### config.mk
export PLATFORM = sky130hd
export DESIGN_NAME = masked_pattern_window_search
export DESIGN_NICKNAME = d
export VERILOG_FILES = /design/src/mpws_pkg.sv /design/src/mpws_cfg.sv /design/src/mpws_match.sv /design/src/masked_pattern_window_search.sv
export SDC_FILE = /design/constraint.sdc
export NUM_CORES = 1
export LEC_CHECK = 0
export ABC_CLOCK_PERIOD_IN_PS = 5300
export BUFFER_PORTS_ARGS = -buffer_cell sky130_fd_sc_hd__buf_2
export CAP_MARGIN = 20
export CORE_MARGIN = 2
export CORE_UTILIZATION = 45
export DETAILED_ROUTE_END_ITERATION = 10
export PLACE_DENSITY = 0.6
export SLEW_MARGIN = 20
export SYNTH_ARGS = -nofsm -noshare
export SYNTH_HDL_FRONTEND = slang
export SYNTH_SLANG_ARGS = --single-unit
### constraint.sdc
create_clock -name i_clk -period 5.3 [get_ports i_clk]
set_input_delay 0 -clock i_clk [delete_from_list [all_inputs] [get_ports i_clk]]
set_output_delay 0 -clock i_clk [all_outputs]
set_load 0.03 [all_outputs]
### src/mpws_pkg.sv
// mpws_pkg: shared constants, register indexes and types for the masked
// pattern window search block. Used by mpws_cfg, mpws_match and the top level.
// No dependencies.
`default_nettype none

package mpws_pkg;

    localparam int PATTERN_MAX_BYTES = 8;
    localparam int POSITION_BITS     = 16;

    localparam int BYTE_BITS   = 8;
    localparam int REG_BYTES   = 8;
    localparam int REG_BITS    = REG_BYTES * BYTE_BITS;
    localparam int LEN_BITS    = 4;
    localparam int OFFSET_BITS = 16;
    localparam int RANGE_BITS  = 16;
    localparam int CFG_IDX_BITS  = 3;
    localparam int CFG_DATA_BITS = 64;

    // bytes actually compared: bounded by the window and by the pattern register
    localparam int CMP_BYTES = (PATTERN_MAX_BYTES < REG_BYTES) ? PATTERN_MAX_BYTES : REG_BYTES;
    localparam int WIN_IDX_BITS = (PATTERN_MAX_BYTES > 1) ? $clog2(PATTERN_MAX_BYTES) : 1;
    // start/end position arithmetic needs room for offset + range and the carry
    localparam int SPAN_BITS = ((POSITION_BITS > OFFSET_BITS) ? POSITION_BITS : OFFSET_BITS) + 2;

    localparam logic [POSITION_BITS-1:0] POS_MAX = {POSITION_BITS{1'b1}};

    typedef enum logic [CFG_IDX_BITS-1:0] {
        REG_PATTERN = 3'd0,
        REG_MASK    = 3'd1,
        REG_LENGTH  = 3'd2,
        REG_OFFSET  = 3'd3,
        REG_RANGE   = 3'd4
    } t_reg_idx;

    typedef struct packed {
        logic [REG_BITS-1:0]    pattern;
        logic [REG_BITS-1:0]    mask;
        logic [LEN_BITS-1:0]    length;
        logic [OFFSET_BITS-1:0] offset;
        logic [RANGE_BITS-1:0]  range;
    } t_cfg;

    typedef logic [PATTERN_MAX_BYTES-1:0][BYTE_BITS-1:0] t_window;

endpackage

`default_nettype wire

### src/mpws_cfg.sv
// mpws_cfg: configuration register file for the pattern search.
// Depends on mpws_pkg for register indexes and the t_cfg struct.
`default_nettype none

module mpws_cfg (
    input  wire logic                                 i_clk,
    input  wire logic                                 i_rst_n,
    input  wire logic                                 i_cfg_valid,
    output logic                                      o_cfg_ready,
    input  wire logic [mpws_pkg::CFG_IDX_BITS-1:0]    i_cfg_index,
    input  wire logic [mpws_pkg::CFG_DATA_BITS-1:0]   i_cfg_data,
    output mpws_pkg::t_cfg                            o_cfg
);

    mpws_pkg::t_cfg r_cfg;

    assign o_cfg_ready = 1'b1;
    assign o_cfg       = r_cfg;

    always_ff @(posedge i_clk) begin
        if (!i_rst_n) begin
            r_cfg.pattern <= '0;
            r_cfg.mask    <= '1;
            r_cfg.length  <= '0;
            r_cfg.offset  <= '0;
            r_cfg.range   <= '0;
        end else if (i_cfg_valid) begin
            unique case (mpws_pkg::t_reg_idx'(i_cfg_index))
                mpws_pkg::REG_PATTERN: r_cfg.pattern <= i_cfg_data[mpws_pkg::REG_BITS-1:0];
                mpws_pkg::REG_MASK:    r_cfg.mask    <= i_cfg_data[mpws_pkg::REG_BITS-1:0];
                mpws_pkg::REG_LENGTH:  r_cfg.length  <= i_cfg_data[mpws_pkg::LEN_BITS-1:0];
                mpws_pkg::REG_OFFSET:  r_cfg.offset  <= i_cfg_data[mpws_pkg::OFFSET_BITS-1:0];
                mpws_pkg::REG_RANGE:   r_cfg.range   <= i_cfg_data[mpws_pkg::RANGE_BITS-1:0];
                default: begin
                    // unmapped index, write dropped
                end
            endcase
        end
    end

endmodule

`default_nettype wire

### src/mpws_match.sv
// mpws_match: combinational masked compare of the byte window against the
// pattern, plus the allowed start position check. Depends on mpws_pkg.
`default_nettype none

module mpws_match (
    input  wire mpws_pkg::t_cfg                       i_cfg,
    input  wire mpws_pkg::t_window                    i_window,
    input  wire logic [mpws_pkg::POSITION_BITS-1:0]   i_pos,
    output logic                                      o_hit
);

    logic [mpws_pkg::SPAN_BITS-1:0]  w_end;
    logic [mpws_pkg::SPAN_BITS-1:0]  w_len;
    logic [mpws_pkg::SPAN_BITS-1:0]  w_start;
    logic [mpws_pkg::SPAN_BITS-1:0]  w_lo;
    logic [mpws_pkg::SPAN_BITS-1:0]  w_hi;
    logic                            w_len_ok;
    logic                            w_pos_ok;
    logic [mpws_pkg::CMP_BYTES-1:0]  w_byte_ok;

    always_comb begin
        w_end   = mpws_pkg::SPAN_BITS'(i_pos) + mpws_pkg::SPAN_BITS'(1);
        w_len   = mpws_pkg::SPAN_BITS'(i_cfg.length);
        w_start = w_end - w_len;
        w_lo    = mpws_pkg::SPAN_BITS'(i_cfg.offset);
        w_hi    = w_lo + mpws_pkg::SPAN_BITS'(i_cfg.range);

        w_len_ok = (i_cfg.length != '0)
                && (i_cfg.length <= mpws_pkg::LEN_BITS'(mpws_pkg::CMP_BYTES));
        // window must be full enough, then start within [offset, offset+range), or at/after offset when range is 0
        w_pos_ok = (w_end >= w_len) && (w_start >= w_lo)
                && ((i_cfg.range == '0) || (w_start < w_hi));
    end

    // pattern byte i lines up with the byte received length-1-i items ago
    always_comb begin
        for (int i = 0; i < mpws_pkg::CMP_BYTES; i++) begin
            logic [mpws_pkg::WIN_IDX_BITS-1:0] sel;
            logic [mpws_pkg::BYTE_BITS-1:0]    m;
            logic [mpws_pkg::BYTE_BITS-1:0]    p;
            sel = mpws_pkg::WIN_IDX_BITS'(i_cfg.length - mpws_pkg::LEN_BITS'(1)
                                          - mpws_pkg::LEN_BITS'(i));
            m   = i_cfg.mask[i*mpws_pkg::BYTE_BITS +: mpws_pkg::BYTE_BITS];
            p   = i_cfg.pattern[i*mpws_pkg::BYTE_BITS +: mpws_pkg::BYTE_BITS];
            w_byte_ok[i] = (mpws_pkg::LEN_BITS'(i) >= i_cfg.length)
                        || ((i_window[sel] & m) == (p & m));
        end
    end

    assign o_hit = w_len_ok && w_pos_ok && (&w_byte_ok);

endmodule

`default_nettype wire

### src/masked_pattern_window_search.sv
// masked_pattern_window_search: top level. Input register, window and
// position state, result register. Depends on mpws_pkg, mpws_cfg, mpws_match.
//
// Usage:
//   s_axis carries packet bytes, one item per byte (tdata[7:0]), tlast on the
//   final byte of the packet. m_axis carries one item per packet: tdata[0] is
//   found, set when the masked pattern matched at an allowed start position.
//   The config channel writes one register per item: 0 pattern, 1 mask,
//   2 length, 3 start offset, 4 search range; other indexes are dropped.
//   Write config only while no packet is in flight.
// Timing:
//   One byte is accepted every cycle unless a last byte waits in the input
//   register behind a held result. Each byte is held in the input register;
//   the window shift, masked compare and position check then load the state
//   and result registers, so m_axis_tvalid is set as the last byte leaves it.
// Reset: synchronous, active low; clears the window, position, seen flag
//   and both valids, and loads the register defaults (mask all ones).
// Stall:
//   A held result blocks only the next last byte; ordinary bytes keep
//   flowing into the window while m_axis_tready is low.
`default_nettype none

module masked_pattern_window_search (
    input  wire logic                                 i_clk,
    input  wire logic                                 i_rst_n,
    // config write channel
    input  wire logic                                 i_cfg_valid,
    output logic                                      o_cfg_ready,
    input  wire logic [mpws_pkg::CFG_IDX_BITS-1:0]    i_cfg_index,
    input  wire logic [mpws_pkg::CFG_DATA_BITS-1:0]   i_cfg_data,
    // packet bytes in
    input  wire logic                                 s_axis_tvalid,
    output logic                                      s_axis_tready,
    input  wire logic [7:0]                           s_axis_tdata,   // [7:0] packet_byte
    input  wire logic                                 s_axis_tlast,   // last_byte
    // result out
    output logic                                      m_axis_tvalid,
    input  wire logic                                 m_axis_tready,
    output logic [7:0]                                m_axis_tdata    // [0] found, [7:1] zero
);

    mpws_pkg::t_cfg                     w_cfg;

    logic                               r_s1_valid;
    logic [mpws_pkg::BYTE_BITS-1:0]     r_s1_byte;
    logic                               r_s1_last;

    mpws_pkg::t_window                  r_window;
    mpws_pkg::t_window                  n_window;
    logic [mpws_pkg::POSITION_BITS-1:0] r_pos;
    logic [mpws_pkg::POSITION_BITS-1:0] n_pos;
    logic                               r_seen;
    logic                               n_seen;

    logic                               r_out_valid;
    logic                               r_found;

    logic                               w_hit;
    logic                               w_s1_fire;
    logic                               w_in_fire;

    mpws_cfg u_cfg (
        .i_clk       (i_clk),
        .i_rst_n     (i_rst_n),
        .i_cfg_valid (i_cfg_valid),
        .o_cfg_ready (o_cfg_ready),
        .i_cfg_index (i_cfg_index),
        .i_cfg_data  (i_cfg_data),
        .o_cfg       (w_cfg)
    );

    // a non-last item never needs the result slot
    assign w_s1_fire = r_s1_valid && (!r_s1_last || !r_out_valid || m_axis_tready);
    assign s_axis_tready = !r_s1_valid || w_s1_fire;
    assign w_in_fire = s_axis_tvalid && s_axis_tready;

    always_comb begin
        n_window[0] = r_s1_byte;
        for (int k = 1; k < mpws_pkg::PATTERN_MAX_BYTES; k++) begin
            n_window[k] = r_window[k-1];
        end
        n_pos = (r_pos == mpws_pkg::POS_MAX) ? r_pos
                                            : r_pos + mpws_pkg::POSITION_BITS'(1);
    end

    mpws_match u_match (
        .i_cfg    (w_cfg),
        .i_window (n_window),
        .i_pos    (r_pos),
        .o_hit    (w_hit)
    );

    assign n_seen = r_seen || w_hit;

    always_ff @(posedge i_clk) begin
        if (!i_rst_n) begin
            r_s1_valid <= 1'b0;
        end else if (w_in_fire) begin
            r_s1_valid <= 1'b1;
        end else if (w_s1_fire) begin
            r_s1_valid <= 1'b0;
        end
    end

    always_ff @(posedge i_clk) begin
        if (w_in_fire) begin
            r_s1_byte <= s_axis_tdata;
            r_s1_last <= s_axis_tlast;
        end
    end

    always_ff @(posedge i_clk) begin
        if (!i_rst_n) begin
            r_window <= '0;
            r_pos    <= '0;
            r_seen   <= 1'b0;
        end else if (w_s1_fire) begin
            if (r_s1_last) begin
                r_window <= '0;
                r_pos    <= '0;
                r_seen   <= 1'b0;
            end else begin
                r_window <= n_window;
                r_pos    <= n_pos;
                r_seen   <= n_seen;
            end
        end
    end

    always_ff @(posedge i_clk) begin
        if (!i_rst_n) begin
            r_out_valid <= 1'b0;
        end else if (w_s1_fire && r_s1_last) begin
            r_out_valid <= 1'b1;
        end else if (m_axis_tready) begin
            r_out_valid <= 1'b0;
        end
    end

    always_ff @(posedge i_clk) begin
        if (w_s1_fire && r_s1_last) begin
            r_found <= n_seen;
        end
    end

    assign m_axis_tvalid = r_out_valid;
    assign m_axis_tdata  = {7'd0, r_found};

`ifndef SYNTHESIS
    a_result_from_last: assert property (@(posedge i_clk) disable iff (!i_rst_n)
        $rose(m_axis_tvalid) |-> $past(w_s1_fire && r_s1_last))
        else $error("result raised without a last item");

    a_clear_after_last: assert property (@(posedge i_clk) disable iff (!i_rst_n)
        (w_s1_fire && r_s1_last) |=> (r_pos == '0 && !r_seen && r_window == '0))
        else $error("state not cleared after last item");

    a_pos_step: assert property (@(posedge i_clk) disable iff (!i_rst_n)
        (w_s1_fire && !r_s1_last && r_pos != mpws_pkg::POS_MAX)
        |=> (r_pos == $past(r_pos) + mpws_pkg::POSITION_BITS'(1)))
        else $error("position did not advance by one");

    a_no_overwrite: assert property (@(posedge i_clk) disable iff (!i_rst_n)
        (r_out_valid && !m_axis_tready) |-> !(w_s1_fire && r_s1_last))
        else $error("pending result overwritten");
`endif

endmodule

`default_nettype wire

==> metrics.cfg, run 1 <==
[synth]
synth_cell_type_count = 67
yosys_warnings = 0
yosys_register_bits = 249
synth-xor-area-share_pct = 6.84
postSynthAreaPerCell_um2 = 9.01
synth_top_family_by_area = simple AND/OR/NAND/NOR gates
synth_compound_gate_area_share_pct = 16.2
ys_seq_area_share_pct = 33.9
synth-main-ff-cell = dfxtp_1
syn_area_mm2 = 0.0150
yosys-mux-area-fraction_pct = 15.2
synth-edff-count = 10
synthesis.instances = 1666
yosys.area_share.simple_pct = 18.4
async_flop_share_pct = 0
synth_fa_ha_area_share_pct = 5.02

[pwr]
p_int_mw = 3.43
seqPwrFrac_pct = 42.8
combinationalPowerShare_pct = 12.3
p_sw_mw = 1.17
swShare_pct = 25.4
vdd_ir_drop_max_uv = 221
p_per_area_mw_per_mm2 = 264
p_leak_nw = 6.60
power_frac_clock_pct = 44.9

[floorplanning]
coreArea_mm2 = 0.0327
rows = 66
die_x_um = 187
start_util_pct = 45.9
die_h_um = 187
ioPinCount = 92
dieArea_mm2 = 0.0348

[timing]
slew-limit-headroom_pct = 31.5
postLayoutSetupSlackWorst_ns = 0.651
fin_crit_sh_pct = 87.7
max_freq_mhz = 215
fin_crit_ns = 4.65
fin_skew_ns = 0.0243
hold_viol = 0
tightest_slew_ns = 1.03
rsz0062_at_grt = no
final-setup-viol-count = 0
final-max-slew-violation-count = 0
fin_setup_tns_ns = 0

[route]
viasPerCell = 5.68
dr.pass1.iters = 5
wl_per_cell_um = 19.1
drc = 0
routed_wl_mm = 42.4
final_antenna_net_count = 0
vias = 12600
drt_iter0_markers = 1185

[cts]
htree_num_levels = 1
root_buffer = clkbuf_16
clkLatencyLatePin_ns = 0.56
numCtsBuffers = 29
clock_sinks = 249
post_cts_buffers = 0
holdBufCountCts = 76
clk_pin_slew_worst_paths_ns = 0.07
cts_tree = built
cts_buffer_depth = 3
cts_resized = 0

[setup_path]
critPathMaxStageDelay_ns = 0.54
cp_data_required_time_ns = 5.61
cp_max_fo = 10
cp_slowest_cell = a221oi_1
start_kind = flip-flop
path_cells = ha_1 > xor2_1 > ha_1 > nor2b_1 > o21ai_0 > o211ai_1 > a221oi_1 > nand2_1 > xnor2_1 > ha_1 > a21oi_1 > o21ai_0 > a21oi_1 > o31a_1 > mux2i_1 > o2111ai_1 > nor4_2 > or2_1
setup.worst_path.end_class = flip-flop
worstPathArrival_ns = 4.96
startpoint = r_pos[0]
cp_common_cell = ha_1
timing.rr.start = r_pos[0]
worstSetupPathType = reg2reg

[hold_path]
min_path_type = in2reg
hold_start = i_rst_n

[grt]
grt_max_degree = 164
grt_pass1_wl_mm = 67.6
grt-ovfl-total = 0
antenna_found_initial = 0
grt_pass1_vias = 12000
grt_usage_pct = 24.0

[layout]
diodes = 0
final_cell_mix = nand2_1 (352), dfxtp_1 (238), a21boi_0 (100)
layout-drive-gt1-share_pct = 13.0
fin_util_pct = 53.2
final_cell_area_mm2 = 0.0174
layout_commonest_cell = nand2_1
area_delta_synth_final_pct = 16.0
final_nets = 1899
final_cell_count_no_fill = 2223
fillers = 2969

[place]
place_ws_ns = 0.700
dpl.cell_count = 2094
dp_hpwl_mm = 29.7
port_buffers = 83
globalplace.congestion = 0.891
dpl-instance-area_mm2 = 0.0156

[run]
maxCapViolCount = 0

[outcome]
status = complete, no violations

## power groups by stage
stage               combinational, mW  clock [mW]  sequential (mW)
floorplan                       0.376           0             1.99
global placement                0.512           0             2.01
detailed placement              0.519           0             2.01
CTS                             0.564        2.10             1.97
global route                    0.622        2.18             1.97
finish                          0.565        2.06             1.97
## Yosys cell counts (4+ instances only)
cell type	count	share of area (%)
and2_1	11	0.46
nand2_1	354	8.9
o221ai_1	9	0.53
nor2b_1	72	3.0
nor4_1	15	0.63
a21o_1	9	0.45
nand2b_1	12	0.50
nand4_1	14	0.58
and3_1	5	0.21
buf_1	7	0.18
xnor2_1	79	4.6
o21a_1	4	0.20
nand3_1	77	2.6
o211ai_1	13	0.65
ha_1	57	4.8
inv_1	40	1.0
nor2_1	24	0.60
edfxtp_1	10	2.0
buf_2	11	0.37
clkbuf_1	85	2.1
dfxtp_1	239	32
mux4_2	70	11
a21oi_1	37	1.2
a21boi_0	100	5.0
o21ai_0	27	0.90
xor2_1	33	1.9
mux2i_1	70	4.7
o21bai_1	7	0.35
nor3_1	7	0.23
o22ai_1	6	0.25
buf_4	11	0.55
a22oi_1	86	4.3
a31oi_1	5	0.21
## flip-flops by register name (all words and copies together), names as in the netlist, 8 cells and up
| register | flops |
|---|---|
| u_cfg.o_cfg | 164 |
| n_window | 56 |
| r_pos | 16 |
| r_s1_byte | 8 |
## cell type report
type | count | area [um2] | share of cell area, %
timing repair buffer | 173 | 1300 | 7.47
multi-input combinational | 1264 | 9310 | 53.5
clock buffer | 41 | 841 | 4.83
tap | 442 | 553 | 3.18
inverter | 42 | 158 | 0.906
sequential | 249 | 5090 | 29.2
clock inverter | 12 | 149 | 0.856
## stage by stage
step | hold slack [ns] | total power [mW]
floorplan | 0.0989 | 2.37
global placement | 0.183 | 2.52
detailed placement | 0.181 | 2.52
CTS | 0.0321 | 4.63
global route | 0.0693 | 4.77
finish | 0.0161 | 4.60
## metal layers
| layer | GRT usage [%] | routed length (um) |
|---|---|---|
| met5 | 0 | 0 |
| met4 | 6.20 | 1100 |
| met3 | 4.76 | 2850 |
| met2 | 37.1 | 18500 |
| met1 | 34.2 | 19900 |
## final timing paths
path                     end  slack [ns]  depth (start not counted)
min          u_cfg.o_cfg[50]        0.02                          2
max reg2reg          r_found        0.65                         18
max                  r_found        0.65                         18
min reg2reg  u_cfg.o_cfg[89]        0.47                          2
## worst max-delay path: cells and delay by family (launching register included)
kind,cells,cell delay (ns)
AO/OA/AOI/OAI,8,1.93
AND/OR/NAND/NOR,4,0.59
multiplexers,1,0.07
XOR/XNOR,2,0.39
flip-flops,1,0.51
adder cells (fa/ha/maj),3,0.92
## logic make-up after synthesis
kind of cell    after synthesis
compound gates              338
xor+xnor                    114
fa+ha+maj                    59
buf+inv                     159
flops                       249
mux                         140
other cells                   2
simple gates                605
Note: power is estimated with default switching activity, not from simulation.
==> run 2: changes to the inputs <==
- CELL_PAD_IN_SITES_DETAIL_PLACEMENT: not set -> 0
- CELL_PAD_IN_SITES_GLOBAL_PLACEMENT: not set -> 1
- PLACE_DENSITY: 0.6 -> 0.75
==> run 2 against run 1 <==
The flow now finishes with violations (negative hold slack); worst hold slack worse by 0.059 ns; non-clock buffer count shrank 3; clock skew shrank 0.013 ns; global-route usage is 0.37 points higher; power fell by 1.3%; sequential share of layout area up 0.10 points; register-to-register slack got worse by 0.06 ns; sequential power is essentially flat; sequential cell count unchanged; fmax is 1.4% lower; critical path depth up 1.
==> metrics.cfg, run 2 (synthesis results as in run 1) <==
[route]
dr.pass1.iters = 7
wl_per_cell_um = 19.3
viasPerCell = 5.64
routed_wl_mm = 42.7
final_antenna_net_count = 0
drt_iter0_markers = 1047
vias = 12500
drc = 0

[cts]
post_cts_buffers = 0
numCtsBuffers = 29
cts_tree = built
cts_buffer_depth = 3
htree_num_levels = 1
clk_pin_slew_worst_paths_ns = 0.06
clock_sinks = 249
clkLatencyLatePin_ns = 0.56
root_buffer = clkbuf_16

[timing]
fin_crit_sh_pct = 88.9
fin_setup_tns_ns = 0
postLayoutSetupSlackWorst_ns = 0.587
slew-limit-headroom_pct = 34.0
rsz0062_at_grt = no
hold_viol = 9
max_freq_mhz = 212
final-max-slew-violation-count = 0
fin_skew_ns = 0.0112
final-setup-viol-count = 0
fin_crit_ns = 4.71
fin_hold_ws_ns = -0.0430
tightest_slew_ns = 0.990

[hold_path]
min_path_type = in2reg
hold_depth = 2
hold_start = i_rst_n
min_delay_worst_endpoint = u_cfg.o_cfg[98]

[layout]
fin_util_pct = 53.0
largest_register_ffs = 164
final_cell_area_mm2 = 0.0173
diodes = 0
final_nets = 1896
fillers = 3021
regArea_mm2 = 0.00509
final_cell_count_no_fill = 2218
layout-drive-gt1-share_pct = 12.6
layout_commonest_cell = nand2_1
area_delta_synth_final_pct = 15.6
final_cell_mix = nand2_1 (352), dfxtp_1 (238), a21boi_0 (100)
multi_input_area_mm2 = 0.00932

[floorplanning]
die_x_um = 187
dieArea_mm2 = 0.0348
coreArea_mm2 = 0.0327
start_util_pct = 45.9
die_h_um = 187
ioPinCount = 92
rows = 66

[place]
place_ws_ns = 0.593
globalplace.congestion = 0.852
port_buffers = 83
dp_hpwl_mm = 29.7
dpl.cell_count = 2091
dpl-instance-area_mm2 = 0.0156

[pwr]
p_per_area_mw_per_mm2 = 262
power_mw = 4.54
vdd_ir_drop_max_uv = 227
p_leak_nw = 6.57

[run]
maxCapViolCount = 0

[setup_path]
worstPathArrival_ns = 5.21
r2r_slack_ns = 0.59
cp_max_fo = 10
timing.rr.start = r_pos[0]
start_kind = flip-flop
cp_data_required_time_ns = 5.80
setup.worst_path.end_class = flip-flop
rr_worst_depth = 19
worstSetupPathType = reg2reg
r2r-end = r_seen

[grt]
grt_pass1_vias = 11800
grt_pass1_wl_mm = 68.3
grt_max_degree = 147
grt_usage_pct = 24.3
antenna_found_initial = 0
grt-ovfl-total = 0

[outcome]
violations = negative hold slack
status = complete, but fails checks

-- run 2: cell count changes in the layout (fill, tap and decap cells not counted), moves of 2 or more --
| cell | delta |
|---|---|
| buf_4 | -3 |
| clkinv_2 | -2 |
| clkbuf_1 | +4 |
| clkbuf_8 | -4 |
-- run 2: repair_timing --
item	4_1_cts	5_1_grt
setup endpoints to repair	0	2
endpoints found under the hold margin	184	0
resized for setup	0	1
hold buffers	76	0
-- run 2: worst max-delay path, stage by stage, from the launching register on --
cell and delay, ns:
dfxtp_1 0.49, ha_1 0.32, xor2_1 0.17, ha_1 0.30, nor2b_1 0.15, o21ai_0 0.35, o211ai_1 0.28, o22ai_1 0.22
a21oi_1 0.08, xor2_1 0.18, ha_1 0.34, a211oi_1 0.25, o211ai_1 0.11, a21oi_1 0.14, o21bai_1 0.09, a41oi_1 0.27
o21a_1 0.17, o21ai_1 0.08, nor4_2 0.43, a41o_1 0.22
-- run 2: how the worst max path moves through the flow --
| stage | startpoint | end | slack, ns | cells after the start |
|---|---|---|---|---|
| final | r_pos[0] | r_seen | 0.59 | 19 |
| after global routing | r_pos[0] | r_seen | 0.09 | 19 |
| after CTS | r_pos[0] | r_found | 0.57 | 18 |
| after detailed placement | r_pos[0] | r_found | 0.59 | 18 |
| after global placement | u_cfg.o_cfg[32] | r_found | 0.69 | 11 |
| after floorplan | u_cfg.o_cfg[32] | r_found | 1.13 | 17 |
-- run 2: layer usage --
metal  wire length, um  up-vias  part of all wire, %  GRT usage, %
met4              1060        0                  2.5          5.80
met1             20500     6012                   48          36.1
met5                 0        -                    0             0
li1                  -     6100                    -             -
met2             19100      332                   45          37.8
met3              2090       57                  4.9          2.82
-- run 2: cell type report --
cell class	count	area share, %
multi-input cells	1264	53.8
flip-flops and latches	249	29.4
repair buffers	170	7.37
clock buffers	41	4.62
well taps	442	3.19
inverters	42	0.909
clock inverters	10	0.794
-- run 2: power by group --
group | internal, mW | switching [mW]
sequential | 1.93 | 0.0372
combinational | 0.257 | 0.315
clock | 1.19 | 0.811
total | 3.37 | 1.16
